**src/hdl/blpc_pkg.sv**
```systemverilog
// shared types, constants and duty table for the button level pwm controller
`timescale 1ns / 1ps
`default_nettype none

package blpc_pkg;

  // field widths
  localparam int unsigned COUNT_W = 8;
  localparam int unsigned UNIT_W  = 7;
  localparam int unsigned ELAP_W  = 10;
  localparam int unsigned DUTY_W  = 7;
  localparam int unsigned LEVEL_W = 3;
  localparam int unsigned CFG_IDX_W  = 3;
  localparam int unsigned CFG_DATA_W = 10;
  localparam int unsigned IN_TDATA_W  = 8;
  localparam int unsigned OUT_TDATA_W = 16;

  // level count default and event queue depth
  localparam int unsigned NUM_LEVELS_DEF = 7;
  localparam int unsigned QUEUE_DEPTH    = 2;

  // ramp duty reset value and elapsed unit limit
  localparam logic [DUTY_W-1:0] RAMP_DUTY_RST = 7'd100;
  localparam logic [ELAP_W-1:0] ELAP_MAX      = 10'd1023;

  // configuration register indexes
  typedef enum logic [CFG_IDX_W-1:0] {
    CFG_DEBOUNCE   = 3'd0,
    CFG_LONG_PRESS = 3'd1,
    CFG_TICKS_UNIT = 3'd2,
    CFG_TIMEOUT    = 3'd3,
    CFG_RAMP_FLOOR = 3'd4,
    CFG_RAMP_START = 3'd5,
    CFG_RAMP_STEP  = 3'd6
  } cfg_index_t;

  // press event codes
  typedef enum logic [1:0] {
    EV_NONE  = 2'd0,
    EV_SHORT = 2'd1,
    EV_LONG  = 2'd2
  } press_event_t;

  // one qualified tick from front to back
  typedef struct packed {
    press_event_t ev;
    logic         idle;   // press counter is zero after this tick
  } tick_evt_t;

  // settings used by the back part
  typedef struct packed {
    logic [UNIT_W-1:0] ticks_per_unit;
    logic [ELAP_W-1:0] timeout_units;
    logic [DUTY_W-1:0] ramp_floor;
    logic [DUTY_W-1:0] ramp_start;
    logic [3:0]        ramp_step;
  } back_cfg_t;

  // fixed duty of the levels above one
  function automatic logic [DUTY_W-1:0] fixed_duty(input logic [LEVEL_W-1:0] lvl);
    logic [DUTY_W-1:0] d;
    case (lvl)
      3'd2:    d = 7'd81;
      3'd3:    d = 7'd85;
      3'd4:    d = 7'd90;
      3'd5:    d = 7'd93;
      3'd6:    d = 7'd97;
      3'd7:    d = 7'd97;
      default: d = '0;
    endcase
    return d;
  endfunction

endpackage

`default_nettype wire

```
**src/hdl/blpc_front.sv**
```systemverilog
// press qualifier: counts held ticks and classifies short and long presses
`timescale 1ns / 1ps
`default_nettype none

module blpc_front
  import blpc_pkg::*;
(
  input  wire logic               clk,
  input  wire logic               rst,
  input  wire logic               tick,          // word accepted this cycle
  input  wire logic               key_pressed,
  input  wire logic [COUNT_W-1:0] debounce_ticks,
  input  wire logic [COUNT_W-1:0] long_press_ticks,
  output tick_evt_t               evt
);

  logic [COUNT_W-1:0] press_count, press_count_next;
  logic               long_seen, long_seen_next;
  logic [COUNT_W:0]   held_sum;

  // qualifier update for one tick
  always_comb begin
    press_count_next = press_count;
    long_seen_next   = long_seen;
    evt.ev           = EV_NONE;
    held_sum         = {1'b0, press_count} + {{COUNT_W{1'b0}}, 1'b1};
    if (key_pressed) begin
      if (held_sum >= {1'b0, long_press_ticks}) begin
        press_count_next = long_press_ticks;
        if (!long_seen) begin
          long_seen_next = 1'b1;
          evt.ev         = EV_LONG;
        end
      end else begin
        press_count_next = held_sum[COUNT_W-1:0];
      end
    end else begin
      press_count_next = '0;
      if (press_count >= long_press_ticks) begin
        long_seen_next = 1'b0;
      end else if (press_count >= debounce_ticks) begin
        evt.ev = EV_SHORT;
      end
    end
    evt.idle = (press_count_next == '0);
  end

  // qualifier state
  always_ff @(posedge clk) begin
    if (rst) begin
      press_count <= '0;
      long_seen   <= 1'b0;
    end else if (tick) begin
      press_count <= press_count_next;
      long_seen   <= long_seen_next;
    end
  end

endmodule

`default_nettype wire

```
**src/hdl/blpc_queue.sv**
```systemverilog
// short event queue between the qualifier and the level logic
`timescale 1ns / 1ps
`default_nettype none

module blpc_queue
  import blpc_pkg::*;
(
  input  wire logic      clk,
  input  wire logic      rst,
  input  wire logic      push,
  input  wire tick_evt_t push_evt,
  output logic           full,
  input  wire logic      pop,
  output logic           avail,
  output tick_evt_t      pop_evt
);

  localparam int unsigned PTR_W = (QUEUE_DEPTH > 1) ? $clog2(QUEUE_DEPTH) : 1;
  localparam int unsigned CNT_W = $clog2(QUEUE_DEPTH + 1);

  tick_evt_t        slots [QUEUE_DEPTH];
  logic [PTR_W-1:0] wr_ptr, rd_ptr;
  logic [CNT_W-1:0] count;

  assign full    = (count == CNT_W'(QUEUE_DEPTH));
  assign avail   = (count != '0);
  assign pop_evt = slots[rd_ptr];

  // storage
  always_ff @(posedge clk) begin
    if (push) begin
      slots[wr_ptr] <= push_evt;
    end
  end

  // pointers and fill count
  always_ff @(posedge clk) begin
    if (rst) begin
      wr_ptr <= '0;
      rd_ptr <= '0;
      count  <= '0;
    end else begin
      if (push) begin
        wr_ptr <= (wr_ptr == PTR_W'(QUEUE_DEPTH - 1)) ? '0 : wr_ptr + 1'b1;
      end
      if (pop) begin
        rd_ptr <= (rd_ptr == PTR_W'(QUEUE_DEPTH - 1)) ? '0 : rd_ptr + 1'b1;
      end
      if (push && !pop) begin
        count <= count + 1'b1;
      end else if (pop && !push) begin
        count <= count - 1'b1;
      end
    end
  end

endmodule

`default_nettype wire

```
**src/hdl/blpc_back.sv**
```systemverilog
// level, ramp and timeout logic with the output word register
`timescale 1ns / 1ps
`default_nettype none

module blpc_back
  import blpc_pkg::*;
#(
  parameter int unsigned NUM_LEVELS = NUM_LEVELS_DEF
) (
  input  wire logic                   clk,
  input  wire logic                   rst,
  input  wire back_cfg_t              cfg,
  input  wire logic                   avail,
  input  wire tick_evt_t              evt,
  output logic                        pop,
  output logic                        m_tvalid,
  input  wire logic                   m_tready,
  output logic [OUT_TDATA_W-1:0]      m_tdata
);

  logic [LEVEL_W-1:0] current_level, current_level_next;
  logic [DUTY_W-1:0]  ramp_duty, ramp_duty_next;
  logic [UNIT_W-1:0]  unit_tick_count, unit_tick_count_next;
  logic [ELAP_W-1:0]  elapsed_units, elapsed_units_next;
  logic [UNIT_W:0]    unit_sum;
  logic [LEVEL_W:0]   level_sum;
  logic [DUTY_W-1:0]  duty;
  logic               sleep;
  logic [OUT_TDATA_W-1:0] word_next;

  assign pop = avail && (!m_tvalid || m_tready);

  // one tick of level logic
  always_comb begin
    current_level_next   = current_level;
    ramp_duty_next       = ramp_duty;
    unit_tick_count_next = unit_tick_count;
    elapsed_units_next   = elapsed_units;
    unit_sum  = {1'b0, unit_tick_count} + {{UNIT_W{1'b0}}, 1'b1};
    level_sum = {1'b0, current_level} + {{LEVEL_W{1'b0}}, 1'b1};
    duty      = '0;
    sleep     = 1'b0;

    // timeout counting while on
    if (current_level != '0) begin
      if (unit_sum >= {1'b0, cfg.ticks_per_unit}) begin
        unit_tick_count_next = '0;
        if (elapsed_units != ELAP_MAX) begin
          elapsed_units_next = elapsed_units + 1'b1;
        end
      end else begin
        unit_tick_count_next = unit_sum[UNIT_W-1:0];
      end
    end

    // level change
    case (evt.ev)
      EV_SHORT: begin
        if (level_sum >= (LEVEL_W+1)'(NUM_LEVELS)) begin
          current_level_next = '0;
          elapsed_units_next = '0;
        end else begin
          current_level_next = level_sum[LEVEL_W-1:0];
        end
        if (current_level_next == LEVEL_W'(1)) begin
          ramp_duty_next = cfg.ramp_start;
        end
      end
      EV_LONG: current_level_next = '0;
      default: ;
    endcase

    // duty selection
    if (current_level_next == '0) begin
      sleep = evt.idle;
    end else if (current_level_next == LEVEL_W'(1)) begin
      if (ramp_duty_next > cfg.ramp_floor) begin
        ramp_duty_next = (ramp_duty_next >= {3'b000, cfg.ramp_step}) ?
                         ramp_duty_next - {3'b000, cfg.ramp_step} : '0;
        duty = ramp_duty_next;
      end else begin
        duty = cfg.ramp_floor;
      end
    end else begin
      duty = fixed_duty(current_level_next);
    end

    // timeout and sleep
    if (elapsed_units_next >= cfg.timeout_units) begin
      sleep = 1'b1;
    end
    if (sleep) begin
      elapsed_units_next = '0;
      current_level_next = '0;
      duty               = '0;
    end

    word_next = {2'b00, sleep, evt.ev, current_level_next,
                 (current_level_next != '0), duty};
  end

  // level state
  always_ff @(posedge clk) begin
    if (rst) begin
      current_level   <= '0;
      ramp_duty       <= RAMP_DUTY_RST;
      unit_tick_count <= '0;
      elapsed_units   <= '0;
    end else if (pop) begin
      current_level   <= current_level_next;
      ramp_duty       <= ramp_duty_next;
      unit_tick_count <= unit_tick_count_next;
      elapsed_units   <= elapsed_units_next;
    end
  end

  // output word register
  always_ff @(posedge clk) begin
    if (rst) begin
      m_tvalid <= 1'b0;
    end else if (pop) begin
      m_tvalid <= 1'b1;
    end else if (m_tready) begin
      m_tvalid <= 1'b0;
    end
  end

  always_ff @(posedge clk) begin
    if (pop) begin
      m_tdata <= word_next;
    end
  end

endmodule

`default_nettype wire

```
**src/hdl/button_level_pwm_controller.sv**
```systemverilog
// top level: settings, press qualifier, event queue and level logic
`timescale 1ns / 1ps
`default_nettype none

// Each input word is one 10 ms tick carrying the button level; each tick gives
// exactly one output word with the pwm duty, enable, level, press event and
// sleep request. The block takes one word per clock cycle while the queue is
// not full: the press qualifier classifies the tick on acceptance, a two-entry
// queue holds the event, and the level logic updates once per word into the
// output register; a word passes the queue, then the output register, to the
// master side. The queue and the output register let either side stall without
// losing or repeating words. The user must write settings via cfg_we/cfg_index/
// cfg_data only while no tick is in flight; the block does not enforce it.
module button_level_pwm_controller
  import blpc_pkg::*;
#(
  parameter int unsigned NUM_LEVELS = NUM_LEVELS_DEF
) (
  input  wire logic                   clk,
  input  wire logic                   rst,
  input  wire logic                   s_tvalid,
  output logic                        s_tready,
  input  wire logic [IN_TDATA_W-1:0]  s_tdata,   // [0] key_pressed, rest zero
  output logic                        m_tvalid,
  input  wire logic                   m_tready,
  // [6:0] pwm_duty, [7] pwm_enable, [10:8] level, [12:11] press_event,
  // [13] sleep_request, rest zero
  output logic [OUT_TDATA_W-1:0]      m_tdata,
  input  wire logic                   cfg_we,
  input  wire logic [CFG_IDX_W-1:0]   cfg_index,
  input  wire logic [CFG_DATA_W-1:0]  cfg_data
);

  logic [COUNT_W-1:0] debounce_ticks, long_press_ticks;
  back_cfg_t          bcfg;
  logic               q_full, q_avail, q_pop, tick;
  tick_evt_t          front_evt, queue_evt;

  // settings registers
  always_ff @(posedge clk) begin
    if (rst) begin
      debounce_ticks      <= 8'd5;
      long_press_ticks    <= 8'd200;
      bcfg.ticks_per_unit <= 7'd99;
      bcfg.timeout_units  <= 10'd900;
      bcfg.ramp_floor     <= 7'd77;
      bcfg.ramp_start     <= 7'd90;
      bcfg.ramp_step      <= 4'd2;
    end else if (cfg_we) begin
      case (cfg_index)
        CFG_DEBOUNCE:   debounce_ticks      <= cfg_data[COUNT_W-1:0];
        CFG_LONG_PRESS: long_press_ticks    <= cfg_data[COUNT_W-1:0];
        CFG_TICKS_UNIT: bcfg.ticks_per_unit <= cfg_data[UNIT_W-1:0];
        CFG_TIMEOUT:    bcfg.timeout_units  <= cfg_data[ELAP_W-1:0];
        CFG_RAMP_FLOOR: bcfg.ramp_floor     <= cfg_data[DUTY_W-1:0];
        CFG_RAMP_START: bcfg.ramp_start     <= cfg_data[DUTY_W-1:0];
        CFG_RAMP_STEP:  bcfg.ramp_step      <= cfg_data[3:0];
        default: ;
      endcase
    end
  end

  assign s_tready = !q_full;
  assign tick     = s_tvalid && s_tready;

  // front: press qualifier
  blpc_front u_front (
    .clk              (clk),
    .rst              (rst),
    .tick             (tick),
    .key_pressed      (s_tdata[0]),
    .debounce_ticks   (debounce_ticks),
    .long_press_ticks (long_press_ticks),
    .evt              (front_evt)
  );

  // event queue
  blpc_queue u_queue (
    .clk      (clk),
    .rst      (rst),
    .push     (tick),
    .push_evt (front_evt),
    .full     (q_full),
    .pop      (q_pop),
    .avail    (q_avail),
    .pop_evt  (queue_evt)
  );

  // back: level, ramp and timeout
  blpc_back #(
    .NUM_LEVELS (NUM_LEVELS)
  ) u_back (
    .clk      (clk),
    .rst      (rst),
    .cfg      (bcfg),
    .avail    (q_avail),
    .evt      (queue_evt),
    .pop      (q_pop),
    .m_tvalid (m_tvalid),
    .m_tready (m_tready),
    .m_tdata  (m_tdata)
  );

endmodule

`default_nettype wire

```
**config.mk**
```make
export PLATFORM = sky130hd
export DESIGN_NAME = button_level_pwm_controller
export DESIGN_NICKNAME = d
export VERILOG_FILES = /design/src/hdl/blpc_pkg.sv /design/src/hdl/blpc_front.sv /design/src/hdl/blpc_queue.sv /design/src/hdl/blpc_back.sv /design/src/hdl/button_level_pwm_controller.sv
export SDC_FILE = /design/constraint.sdc
export NUM_CORES = 1
export LEC_CHECK = 0
export BUFFER_PORTS_ARGS = -buffer_cell sky130_fd_sc_hd__buf_4
export CORE_UTILIZATION = 50
export CTS_CLUSTER_SIZE = 10
export DETAILED_ROUTE_END_ITERATION = 8
export MAX_ROUTING_LAYER = met4
export PLACE_DENSITY_LB_ADDON = 0.2
export REMOVE_ABC_BUFFERS = 1
export SLEW_MARGIN = 20
export SYNTH_ARGS = -nofsm -noshare
export SYNTH_HDL_FRONTEND = slang
export SYNTH_HIERARCHICAL = 1
export SYNTH_SLANG_ARGS = --single-unit
```
**constraint.sdc**
```tcl
create_clock -name clk -period 5.22 [get_ports clk]
set_input_delay 0.261 -clock clk [delete_from_list [all_inputs] [get_ports clk]]
set_output_delay 0.261 -clock clk [all_outputs]
set_load 0.02 [all_outputs]
```
; ---- Yosys cells after proc, flatten, opt, wreduce, memory -nomap -nowiden
; Memory sizes are Yosys's and may differ from the RTL's. A register that Yosys moved wholly into a read port is not among the register bits.
; Cells that the tools add are included.
[word_totals]
wordCells = 127
regBits = 106
output_inout_bits = 18
mem_count = 1
in_bits = 26
ramBits = 6
[op_classes]
n_addsub = 9
magnitude_cmp = 8
eq_ne = 19
n_reduce_logical = 29
mux = 42
[mem_list]
columns = name, words, width, read_ports, rd_clocked_by_memory_dff, write_ports, line_no
row1 = u_queue.slots, 2, 3, 1, 1, 1, blpc_queue.sv:21  ; tick_evt_t slots [QUEUE_DEPTH];
[op_table]
columns = cell, n
row1 = $mux W7, 9
row2 = $mux W10, 6
row3 = $pmux W7 S5, 1
row4 = $eq A3 B3 Y1 const B, 7
row5 = $ge A8 B8 Y1, 2
row6 = $mux W8, 2
row7 = $reduce_and A2 Y1, 8
row8 = $mux W1, 14
row9 = $eq A3 B2 Y1 const B, 4
row10 = $mux W2, 6
row11 = $add A10 B1 Y10 const B, 1
row12 = $ge A10 B10 Y1, 1
row13 = $ne A10 B10 Y1 const B, 1
row14 = $add A8 B1 Y9 const B, 1
row15 = $eq A3 B1 Y1 const B, 3
row16 = $ge A9 B8 Y1, 1
row17 = $mux W3, 3
row18 = $add A7 B1 Y8 const B, 1
row19 = $ge A8 B7 Y1, 1
row20 = $logic_not A8 Y1, 1
row21 = $reduce_bool A2 Y1, 4
row22 = $ge A7 B4 Y1, 1
row23 = $gt A7 B7 Y1, 1
row24 = $sub A7 B4 Y7, 1
row25 = 16 further kinds, 27

; ---- Depth between registers and ports, before layout
; Gate-level depths: netlist of the first run.
[depth]
word_depth = 12
ltp_mapped = 21
ltp_nobuf = 20

; ---- Cells and area by module
; Netlist of the first run, hierarchy kept.
[by_module_without_submodules]
columns = mod, instances, cells_each, seq_area_each_um2, area_each_um2
row1 = blpc_back, 1, 446, 980.9, 3622.2
row2 = button_level_pwm_controller, 1, 193, 1021.0, 2026.9
row3 = blpc_front, 1, 157, 180.2, 1286.2
row4 = blpc_queue, 1, 31, 280.3, 424.2

; ---- Worst setup path after synthesis of the first run
; OpenSTA, ideal clock, no wires.
[synth_path]
kind = register to register
from = register u_back.unit_tick_count[0]
to = register u_back.elapsed_units[2]
path_slack_ns = 1.187
synth_period_minus_slack_ns = 4.033
arrival_ns = 3.974
setup_time_ns = 0.059
stages_incl_launch_ff = 21
t_required_ns = 5.161
n_path_buf = 1
cell_sequence = dfxtp_1 > ha_1 > nand3_1 > nor2_1 > xor2_1 > ha_1 > o2111ai_1 > nor2_1 > a211oi_2 > buf_2 > nor2_1 > o21ai_0 > nor2_1 > ha_1 > a2111o_1 > o2111ai_1 > nand2_1 > a22oi_1 > inv_2 > nor2_1 > a22o_1
[synth_via]
elab_chain_len = 9
[synth_rtl]
columns = element, line_no
row1 = "start, declared", blpc_back.sv:23  ; logic [UNIT_W-1:0] unit_tick_count, unit_tick_count_next;
row2 = "start signal, assigned", blpc_back.sv:112  ; unit_tick_count <= unit_tick_count_next;
row3 = $add A7 B1 Y8 (*), blpc_back.sv:39  ; unit_sum = {1'b0, unit_tick_count} + {{UNIT_W{1'b0}}, 1'b1};
row4 = $ge A8 B7 Y1 (*), blpc_back.sv:46  ; if (unit_sum >= {1'b0, cfg.ticks_per_unit}) begin
row5 = $mux W10 (*), blpc_back.sv:46
row6 = $mux W10 (*), blpc_back.sv:45  ; if (current_level != '0) begin
row7 = $mux W10, blpc_back.sv:59  ; if (level_sum >= (LEVEL_W+1)'(NUM_LEVELS)) begin
row8 = $mux W10 (*), blpc_back.sv:57  ; case (evt.ev)
row9 = $ge A10 B10 Y1 (*), blpc_back.sv:89  ; if (elapsed_units_next >= cfg.timeout_units) begin
row10 = $mux W1 (*), blpc_back.sv:89
row11 = named net u_back.sleep, blpc_back.sv:28  ; logic sleep;
row12 = $mux W10 (*), blpc_back.sv:92  ; if (sleep) begin
row13 = "end signal, assigned", blpc_back.sv:113  ; elapsed_units <= elapsed_units_next;
row14 = "end, declared", blpc_back.sv:24  ; logic [ELAP_W-1:0] elapsed_units, elapsed_units_next;
; Mark *: on every way through the listed nets, which the timed path passes. The rest lies on a longest branch.
; A chain may end at the register's enable or synchronous reset.

; ---- Worst setup path after layout of the first run
[layout_path]
from = register u_back.unit_tick_count[0]
to = register u_back.elapsed_units[9]
[layout_via]
elab_chain_len = 9
[layout_rtl]
columns = element, line_no
row1 = $add A7 B1 Y8 (*), blpc_back.sv:39
row2 = $ge A8 B7 Y1 (*), blpc_back.sv:46
row3 = $mux W10 (*), blpc_back.sv:46
row4 = $mux W10 (*), blpc_back.sv:45
row5 = $mux W10, blpc_back.sv:59
row6 = $mux W10 (*), blpc_back.sv:57
row7 = $ge A10 B10 Y1, blpc_back.sv:89
row8 = $mux W1, blpc_back.sv:89
row9 = $mux W10 (*), blpc_back.sv:92
; Every way passes the cells marked *; elsewhere a longest branch is shown, timed or not.

==> key figures, run 1 <==
Status
  – Run status: complete, no violations

Layout
  – ANT cells: 0
  – Layout cells sized above 1: between 10 and 15%
  – Fillers: 1257
  – Area grow syn2layout: 13.0%
  – Final Net Count: 937

Setup path
  – R2R Path End: u_back/elapsed_units[9]
  – CP max FO: 10
  – CP required: around 5.5 ns
  – Critical path arrival: ~5 ns
  – Reg2Reg Launch Point: u_back/unit_tick_count[0]
  – Worst r2r path cells: 19
  – CP startpoint: u_back/unit_tick_count[0]
  – Critical path endpoint category: register
  – Critical Path End: u_back/elapsed_units[9]
  – CP Class: reg2reg
  – Crit start category: register
  – Flop2flop setup slack: 0.42 ns

Power
  – Net Switching: approximately 1.2 mW
  – Clock power share: around a third
  – Switching share of power: 35.0%
  – PwrDens: around 420 mW/mm2
  – Combinational Power Share: ~35%
  – Cell internal pwr: roughly 2.3 mW
  – Power share of the sequential group: about 31%
  – Max IR drop VDD: about 0.26 mV
  – Leak: about 3.6 nW

GRT
  – First-pass GRT wire length: roughly 30000 um
  – Largest net degree at the start of global routing: 94
  – GRT Residual Overflow: 0
  – Number of global-route vias before repair: 6079
  – GRT Resource Usage Total: a little over a quarter
  – Initial antenna violation count: 0

Drt
  – Routed Antenna Nets: 0
  – Via Count: 6153
  – Drt drc: 0
  – WL/cell: 17.8 um
  – Initial drt markers: around 430
  – Routed WL: roughly 19000 um
  – Drt pass-1 iters: 5
  – DR vias/cell: 5.89

Place
  – # port buffers: 34
  – Final HPWL DP: 13800 um
  – GP Congestion: 0.950

Clocking
  – Clk_lat worst skew: just over 0.4 ns
  – Root Driver: clkbuf_16
  – Clock tree buffer depth: 2
  – H-tree Lvls: 4
  – CTS tree: built
  – Clk pin slew, worst setup/hold paths: about 0.060 ns
  – Total CTS buffers: 17
  – CTS Sinks: about 110

STA
  – Worst Tran Pin Value: about 1.1 ns
  – Final setup fails: 0
  – RSZ-0062 raised after global routing: false
  – Final Hold Slack: 0.107 ns
  – Slew Limit Headroom: between 20% and 30%
  – Tmin final: about 4.8 ns
  – Final Hold Fails: 0
  – Final setup TNS: 0 ns
  – Max Slew Vio Count: 0
  – Worst-case clock skew: between 0.008 and 0.009 ns
  – Max Clk Rate: around 0.21 GHz
  – Fin crit share: around nine tenths

Hold path
  – Worst Hold Class: in2reg

Die
  – Chip height: between 100 and 150 um
  – Die extent in x: about 120 um
  – Initial Util: a little over half
  – Num rows: 43
  – Die area: about 0.015 mm2
  – Core area: about 0.014 mm2
  – IO Pins: 44

Synth
  – Main synth FF type: dfxtp_1
  – Syn Std Cell Area: 0.00736 mm2
  – Netlist cell types: 89
  – Post-Syn Area per Cell: 8.90 um2
  – Sequential fraction of the synthesis area: 33.5%
  – Flops & latches, synth: 113
  – Leading area contributor after synthesis: dfxtp_1
  – Top post-synthesis cells by area: dfxtp_1 25%, ha_1 10%, edfxtp_1 8.2%
  – Async set-or-reset flop fraction in the synthesized netlist: 0%
  – EDFF count, synth: 20
  – Yosys warns: 6
  – Top cell type's share of synthesized area: between 20% and 30%
  – Synthesized instance count: ~830

Job
  – Max_cap viols: 0
==> power groups by stage <==
stage	Clock (mW)	Sequential, mW	Combinational [mW]
floorplan	0	1.16	0.762
finish	1.21	1.09	1.22
detailed placement	0	1.11	1.20
global route	1.28	1.11	1.33
CTS	1.23	1.09	1.21
global placement	0	1.10	1.17
==> metrics by stage <==
stage,setup slack (ns),power (mW),instances,util (%),cell area [um2]
after floorplan,0.726,1.93,792,-,7150
after global placement,0.495,2.28,1012,54.5,7680
after detailed placement,0.308,2.31,1012,54.5,7680
after CTS,0.244,3.53,1044,58.9,8300
after global routing,0.0522,3.71,1044,59.0,8320
final,0.418,3.52,1044,59.0,8320
==> registers in the layout, summed over array words and instances (netlist names), named ones only <==
| signal | flops |
|---|---|
| u_back/ramp_duty | 7 |
| u_back/m_tvalid | 1 |
| u_front/long_seen | 1 |
| u_queue/slots | 6 |
| u_front/press_count | 8 |
| u_back/elapsed_units | 10 |
| u_back/m_tdata | 14 |
| long_press_ticks | 8 |
| u_queue/rd_ptr | 1 |
| debounce_ticks | 8 |
| bcfg | 35 |
| u_back/current_level | 3 |
| u_queue/count | 2 |
| u_queue/wr_ptr | 1 |
| u_back/unit_tick_count | 7 |
==> layout by cell type, fill, tap and decap left out, types with 8 or more instances in the layout <==
cell / count
a21o_1: 9
a21oi_1: 41
a31oi_1: 9
buf_4: 40
clkbuf_16: 17
dfxtp_1: 93
edfxtp_1: 20
ha_1: 59
inv_1: 60
mux2i_1: 53
nand2_1: 51
nand2b_1: 47
nand3_1: 20
nand4_1: 9
nor2_1: 84
nor2b_1: 12
nor3_1: 24
o211ai_1: 8
o21ai_0: 17
o31ai_1: 13
xnor2_1: 13
xor2_1: 9
==> cell usage after synthesis (all sizes together), types with 5 or more instances <==
master and number:
a211o 6, a211oi 5, a21o 9, a21oi 41, a31oi 11, and2 5, and3 7, and4 5
buf 25, clkbuf 11, dfxtp 93, edfxtp 20, ha 59, inv 61, mux2 8, mux2i 53
nand2 51, nand2b 47, nand3 21, nand3b 5, nand4 9, nor2 87, nor2b 12, nor3 24
o2111ai 5, o211ai 10, o21a 5, o21ai 22, o31ai 15, xnor2 13, xor2 9
==> layer usage <==
| layer | vias up | GRT usage [%] | wire length, um |
|---|---|---|---|
| met5 | - | - | 0 |
| met4 | 0 | 8.28 | 307 |
| met3 | 21 | 4.80 | 846 |
| met2 | 166 | 43.6 | 8910 |
| met1 | 2936 | 33.1 | 8500 |
| li1 | 3030 | - | - |
==> worst min-delay path by stage <==
| stage | startpoint | end | cells past startpoint |
|---|---|---|---|
| after floorplan | rst | u_back/ramp_duty[1] | 1 |
| after global placement | u_back/unit_tick_count[1] | u_back/unit_tick_count[1] | 2 |
| after detailed placement | bcfg[31] | bcfg[31] | 2 |
| after CTS | rst | u_back/current_level[0] | 2 |
| after global routing | rst | u_back/current_level[0] | 2 |
| final | rst | u_back/current_level[0] | 2 |
==> cells by family (layout without fill, tap and decap cells) <==
kind of cell | count (synthesis) | in the layout | share of synthesized area, %
compound gates | 173 | 173 | 17.8
buf+inv | 97 | 133 | 6.05
other cells | 1 | 2 | 0.0510
mux | 61 | 61 | 8.43
simple gates | 300 | 300 | 21.3
fa+ha+maj | 60 | 60 | 10.3
xor+xnor | 22 | 22 | 2.62
flops | 113 | 113 | 33.5
==> critical path, cell delays in order, from the launching register on <==
cell       delay (ns)
dfxtp_1          0.40
ha_1             0.25
nand3_1          0.19
nor2_1           0.18
xor2_1           0.25
ha_1             0.30
o2111ai_1        0.10
nor2_1           0.13
a211o_2          0.44
nand2_1          0.16
xnor2_1          0.13
nand2_1          0.07
ha_1             0.26
nand2b_1         0.14
a2111oi_1        0.46
o211ai_1         0.33
a22oi_1          0.34
buf_4            0.24
a22oi_1          0.10
nor3_1           0.22
==> timing repair <==
action	CTS	global route
gates resized for setup	0	4
buffers inserted	0	0
endpoints found under the setup margin	0	7
hold buffers	0	0
==> area by class of cell <==
cell class / instances / area (um2) / share of cell area [%]
clock buffers: 21 / 470 / 5.65
multi-input cells: 618 / 4480 / 53.9
inverters: 61 / 229 / 2.75
clock inverters: 11 / 149 / 1.79
well taps: 180 / 225 / 2.71
repair buffers: 40 / 300 / 3.61
flip-flops and latches: 113 / 2460 / 29.6
(Power assumes the default switching activity.)
==> inputs of run 2 (changes only) <==
CELL_PAD_IN_SITES_DETAIL_PLACEMENT = 0   (was default)
CELL_PAD_IN_SITES_GLOBAL_PLACEMENT = 1   (was default)
CORE_UTILIZATION = 48   (was 50)
==> run 2 against run 1 <==
Compared with the run above: power is 0.89% higher; via count is 1.2% higher; register-to-register slack improved by 0.09 ns; first-iteration DRC count up 4.9%; critical path depth is the same; worst setup slack better by 0.092 ns; non-clock buffer count down 1; combinational power hardly changed; sequential power about the same; core utilization down 2.6 points; wire length up 1.2%; highest routed layer unchanged.
==> key figures, run 2 (same netlist as run 1, synthesis figures left out) <==
Status
  – Run status: complete, no violations

Die
  – Core area: 0.0148 mm2 (+4.7%)
  – IO Pins: 44 (unchanged)
  – Chip height: 126 um (+2.0%)
  – Num rows: 44 (+2.3%)
  – Die area: 0.0158 mm2 (+4.1%)
  – Die extent in x: 126 um (+2.0%)
  – Initial Util: 49.9% (-2.3 points)

Clocking
  – H-tree Lvls: 4 (unchanged)
  – Clk_lat worst skew: 0.42 ns (about the same)
  – Clock tree buffer depth: 2 (unchanged)
  – Clk pin slew, worst setup/hold paths: 0.05 ns (about the same)
  – Total CTS buffers: 17 (unchanged)
  – Root Driver: clkbuf_16
  – Setup bufs post-CTS: 0 (unchanged)
  – CTS Sinks: 113 (unchanged)
  – CTS tree: built

STA
  – Max Slew Vio Count: 0 (unchanged)
  – Worst-case clock skew: 0.00973 ns (+0.00104 ns)
  – Max Clk Rate: 0.212 GHz (+2.0%)
  – Slew Limit Headroom: 23.0% (-1.8 points)
  – Final WS setup: 0.511 ns (+0.0925 ns)
  – Fin crit share: 90.2% (-1.8 points)
  – RSZ-0062 raised after global routing: false
  – Final Hold Fails: 0 (unchanged)
  – Worst Tran Pin Value: 1.14 ns (+0.0267 ns)
  – Final setup fails: 0 (unchanged)
  – Final Hold Slack: 0.108 ns (+0.000806 ns)
  – Tmin final: 4.71 ns (-0.0925 ns)
  – Final setup TNS: 0 ns (unchanged)

Layout
  – Area grow syn2layout: 13.0% (about the same)
  – Most common cell after layout, fill and taps aside: dfxtp_1
  – Final Net Count: 936 (-0.11%)
  – Commonest non-fill, non-tap cells in the layout: 93 x dfxtp_1, 84 x nor2_1, 60 x inv_1
  – Regs by FF count: bcfg (35), u_back/m_tdata (14), u_back/elapsed_units (10)
  – ANT cells: 0 (unchanged)
  – Biggest register: bcfg
  – Area of the multi-input gates: 0.00447 mm2 (-0.20%)
  – Max reg flops: 35 (unchanged)
  – Post-Route Utilization: 56.4% (-2.6 points)
  – Layout cells sized above 1: 11.9% (-0.33 points)
  – Fillers: 1372 (+9.1%)
  – Sequential cell area: 0.00246 mm2 (unchanged)

Job
  – Max_cap viols: 0 (unchanged)

Drt
  – Drt drc: 0 (unchanged)
  – Via Count: 6227 (+1.2%)
  – DR vias/cell: 5.95 (+0.91%)
  – Initial drt markers: 446 (+4.9%)
  – Routed Antenna Nets: 0 (unchanged)
  – WL/cell: 17.9 um (+0.95%)
  – Routed WL: 18800 um (+1.2%)
  – Drt pass-1 iters: 5 (unchanged)

GRT
  – GRT Resource Usage Total: 25.6% (-0.97 points)
  – First-pass GRT wire length: 30900 um (+2.6%)
  – Number of global-route vias before repair: 6026 (-0.87%)
  – Initial antenna violation count: 0 (unchanged)
  – Largest net degree at the start of global routing: 82 (-13%)
  – GRT Residual Overflow: 0 (unchanged)

Place
  – Final HPWL DP: 14000 um (+0.87%)
  – GP Congestion: 0.875 (-7.9%)
  – # port buffers: 34 (unchanged)
  – Pre-CTS WS: 0.419 ns (+0.112 ns)

Power
  – Cell internal pwr: 2.31 mW (+0.85%)
  – Net Switching: 1.25 mW (+0.95%)
  – Total power: 3.55 mW (+0.89%)
  – PwrDens: 427 mW/mm2 (+0.90%)
  – Clock power share: 34.7% (+0.2 points)
  – Switching share of power: 35.0% (about the same)
  – Max IR drop VDD: 0.249 mV (-5.9%)
  – Power share of the sequential group: 30.6% (-0.4 points)
  – Combinational Power Share: 34.7% (about the same)
  – Leak: 3.56 nW (+0.26%)

Hold path
  – Worst Hold Class: in2reg
  – Worst hold path cell count: 3 (+1)
  – WHS Endpoint: bcfg[27]
  – Hold path start: cfg_data[9]

Setup path
  – CP required: 5.58 ns (+0.04 ns)
  – CP Class: reg2reg
  – Cell mode on critical path: ha_1
  – Worst-path cell chain: ha_1 -> nand3_1 -> nor2_1 -> xor2_1 -> ha_1 -> o2111ai_1 -> nor2_1 -> a211o_1 -> nand2_1 -> xnor2_1 -> nand2_1 -> ha_1 -> nand2b_1 -> a2111oi_1 -> o211ai_1 -> a22oi_1 -> inv_2 -> nor2_2 -> a22o_1
  – Reg2Reg Launch Point: u_back/unit_tick_count[0]
  – Worst r2r path cells: 19 (unchanged)
  – Crit start category: register
  – Critical Path Slowest Stage Cell: a2111oi_1
  – Flop2flop setup slack: 0.51 ns (+0.09 ns)
  – Critical path endpoint category: register
  – Buffers and inverters on the worst path: 1 (unchanged)
  – R2R Path End: u_back/elapsed_units[2]
  – Worst path max stage delay: 0.46 ns (about the same)
  – Critical path arrival: 5.07 ns (-0.05 ns)
  – CP delay by family, top: compound AO/OA/AOI/OAI gates
  – CP max FO: 9 (-1)
-- run 2: cell count changes in the layout (fill, tap and decap cells not counted), sizes merged --
cell / change
bufinv: -1
clkinv: +3
inv: -3
clkbuf: +3
buf: -1
clkinvlp: -2
-- run 2: per-layer routing --
metal	part of all wire, %	wire length [um]	global-route usage, %	vias to the layer above
met5	0	0	-	-
met4	1.5	275	7.44	0
met3	4.7	892	5.01	20
met2	47	8870	41.2	176
met1	47	8750	32.6	2992
li1	-	-	-	3039
-- run 2: cell type report --
type | count | area share [%]
Inverter | 61 | 2.75
Multi-Input combinational cell | 618 | 53.8
Tap cell | 184 | 2.77
Clock inverter | 8 | 1.13
Clock buffer | 24 | 6.44
Sequential cell | 113 | 29.6
Timing Repair Buffer | 39 | 3.52
-- run 2: metrics by stage --
step,cell area [um2],cells
floorplan,7150,792
global placement,7680,1015
detailed placement,7680,1015
CTS,8310,1047
global route,8320,1047
finish,8320,1047
-- run 2: worst max path at each step --
stage | from | end | depth (start not counted)
2_1_floorplan | u_back/unit_tick_count[0] | u_back/elapsed_units[2] | 19
3_3_place_gp | u_back/unit_tick_count[0] | u_back/elapsed_units[0] | 19
3_5_place_dp | u_back/unit_tick_count[0] | u_back/elapsed_units[0] | 19
4_1_cts | u_back/unit_tick_count[0] | u_back/elapsed_units[2] | 19
5_1_grt | u_back/unit_tick_count[0] | u_back/m_tdata[5] | 20
6_report | u_back/unit_tick_count[0] | u_back/elapsed_units[2] | 19
-- run 2: timing repair --
item	in CTS	in global routing
endpoints found under the setup margin	0	6
hold buffers	0	0
gates resized for setup	0	2
-- run 2: power by group through the flow --
| stage | combinational [mW] | sequential (mW) | clock (mW) |
|---|---|---|---|
| 5_1_grt | 1.35 | 1.10 | 1.30 |
| 3_3_place_gp | 1.19 | 1.10 | 0 |
| 2_1_floorplan | 0.762 | 1.16 | 0 |
| 4_1_cts | 1.22 | 1.09 | 1.25 |
| 3_5_place_dp | 1.22 | 1.11 | 0 |
| 6_report | 1.23 | 1.09 | 1.23 |
-- run 2: worst min-delay path, stage by stage --
cell and delay [ns]:
buf_4 0.08, nor2_1 0.03, mux2i_1 0.11
==> inputs of run 3 (changes only) <==
MAX_ROUTING_LAYER = default   (was met4)
SETUP_SLACK_MARGIN = 0.3   (was default)
==> run 3 against run 2 <==
Compared with the run above: non-clock buffer count is 1 higher; largest power group unchanged; design area is essentially flat; sequential share of layout area barely moved.
==> key figures, run 3 (same netlist as run 1, synthesis figures left out) <==
STA
  – Fin crit share: 87.6% (-2.6 points)
  – Max Clk Rate: 0.219 GHz (+3.0%)
  – Final Hold Fails: 0 (unchanged)
  – RSZ-0062 raised after global routing: false
  – Tmin final: 4.57 ns (-0.135 ns)
  – Final setup TNS: 0 ns (unchanged)
  – Final setup fails: 0 (unchanged)
  – Max Slew Vio Count: 0 (unchanged)
  – Final WS setup: 0.646 ns (+0.135 ns)
  – Worst Tran Pin Value: 1.09 ns (-0.0586 ns)
  – Worst-case clock skew: 0.00681 ns (-0.00292 ns)
  – Slew Limit Headroom: 26.5% (+3.5 points)

Drt
  – Drt pass-1 iters: 5 (unchanged)
  – Initial drt markers: 478 (+7.2%)
  – Routed WL: 18300 um (-2.8%)
  – Drt drc: 0 (unchanged)
  – WL/cell: 17.4 um (-2.9%)
  – DR vias/cell: 5.85 (-1.6%)
  – Routed Antenna Nets: 0 (unchanged)
  – Via Count: 6136 (-1.5%)

Place
  – # port buffers: 34 (unchanged)
  – Post-DP Area: 0.00768 mm2 (unchanged)
  – Final HPWL DP: 13700 um (-1.9%)
  – GP Congestion: 0.902 (+3.0%)
  – Pre-CTS WS: 0.558 ns (+0.138 ns)

GRT
  – GR Util met2: 39.1% (-2.1 points)
  – Initial antenna violation count: 0 (unchanged)
  – Number of global-route vias before repair: 6000 (-0.43%)
  – Largest net degree at the start of global routing: 77 (-6.1%)
  – Grt peak-use layer: met2
  – First-pass GRT wire length: 30400 um (-1.6%)
  – GRT Resource Usage Total: 24.2% (-1.4 points)
  – Met3 usage: 3.82% (-1.2 points)
  – M1 GR Usage: 32.1% (-0.49 points)
  – GRT Residual Overflow: 0 (unchanged)

Die
  – Die extent in x: 126 um (unchanged)
  – Chip height: 126 um (unchanged)
  – Initial Util: 49.9% (unchanged)
  – Num rows: 44 (unchanged)
  – Core area: 0.0148 mm2 (unchanged)
  – Die area: 0.0158 mm2 (unchanged)
  – IO Pins: 44 (unchanged)

Clocking
  – Total CTS buffers: 17 (unchanged)
  – Clk pin slew, worst setup/hold paths: 0.05 ns (about the same)
  – Root Driver: clkbuf_16
  – CTS tree: built
  – Hold-fix buffers, CTS: 0 (unchanged)
  – Clock tree buffer depth: 2 (unchanged)
  – H-tree Lvls: 4 (unchanged)
  – CTS Sinks: 113 (unchanged)
  – Clk_lat worst skew: 0.41 ns (about the same)

Layout
  – Design Area, Final: 0.00832 mm2 (about the same)
  – Sequential cell area: 0.00246 mm2 (unchanged)
  – Area of the multi-input gates: 0.00448 mm2 (about the same)
  – Max reg flops: 35 (unchanged)
  – Most common cell after layout, fill and taps aside: dfxtp_1
  – Commonest non-fill, non-tap cells in the layout: 93 x dfxtp_1, 84 x nor2_1, 60 x inv_1
  – ANT cells: 0 (unchanged)
  – Post-Route Utilization: 56.4% (about the same)
  – Regs by FF count: bcfg (35), u_back/m_tdata (14), u_back/elapsed_units (10)
  – Biggest register: bcfg
  – Fillers: 1347 (-1.8%)
  – Layout cells sized above 1: 12.5% (+0.56 points)
  – Final Net Count: 937 (+0.11%)
  – Area grow syn2layout: 13.0% (about the same)

Setup path
  – CP startpoint: u_back/unit_tick_count[0]
  – Reg2Reg Launch Point: u_back/unit_tick_count[0]
  – Crit start category: register
  – Critical path arrival: 4.71 ns (-0.36 ns)
  – CP max FO: 16 (+7)
  – CP Class: reg2reg
  – Critical path endpoint category: register
  – CP required: 5.36 ns (-0.22 ns)

Power
  – Total power: 3.53 mW (-0.66%)
  – PwrDens: 425 mW/mm2 (-0.63%)
  – Max IR drop VDD: 0.206 mV (-17%)
  – Leak: 3.54 nW (-0.47%)

Hold path
  – Hold path start: cfg_data[5]
  – Worst Hold Class: in2reg

Job
  – Max_cap viols: 0 (unchanged)

Status
  – Run status: complete, no violations
-- run 3: cell types whose count changed in the layout (fill, tap and decap cells not counted), moves of 2 or more --
cell / previous run / this run
clkbuf_8: 2 / 0
clkbuf_16: 20 / 17
clkbuf_1: 2 / 0
clkinvlp_4: 0 / 2
bufinv_16: 2 / 4
-- run 3: metrics by stage --
step | std cells | hold slack, ns
after global routing | 1048 | 0.116
final | 1048 | 0.120
after detailed placement | 1015 | 0.467
after global placement | 1015 | 0.459
after CTS | 1047 | 0.108
after floorplan | 792 | 0.326
-- run 3: cell type report --
cell class / instances / share of cell area, %
Clock inverter: 15 / 2.29
Tap cell: 184 / 2.77
Timing Repair Buffer: 40 / 3.61
Clock buffer: 17 / 5.12
Sequential cell: 113 / 29.6
Multi-Input combinational cell: 618 / 53.9
Inverter: 61 / 2.75
-- run 3: final timing paths --
check / endpoint / slack [ns] / cells after the start
max: u_back/m_tdata[5] / 0.65 / 20
min: bcfg[33] / 0.12 / 3
max reg2reg: u_back/m_tdata[5] / 0.65 / 20
min reg2reg: debounce_ticks[6] / 0.47 / 2
-- run 3: critical path, cell delays in order (launching register included) --
cell       delay (ns)
dfxtp_1          0.40
ha_1             0.25
nand3_1          0.18
nor2_1           0.17
xor2_1           0.10
ha_1             0.30
o2111ai_1        0.10
nor2_1           0.19
a211oi_2         0.09
buf_4            0.21
or3_1            0.44
xnor2_1          0.20
nor2_1           0.07
ha_1             0.28
o21ai_0          0.07
o211ai_1         0.45
nand2_1          0.24
o21ai_1          0.31
inv_1            0.11
nand2_1          0.08
o22ai_1          0.07
-- run 3: per-layer routing --
layer  part of all wire (%)  routed length [um]
met4                    2.6                 469
met3                    4.0                 727
met5                      0                   0
met2                     46                8490
met1                     47                8580
-- run 3: where the power goes --
part | leakage [nW] | internal, mW | total, mW | switching, mW
Sequential | 0.950 | 1.02 | 1.09 | 0.0655
Clock | 0.301 | 0.795 | 1.21 | 0.417
Combinational | 2.29 | 0.474 | 1.23 | 0.756
-- run 3: repair_timing --
action	in CTS	in global routing
setup buffers	0	1
resized for setup	0	6
endpoints found under the setup margin	0	15
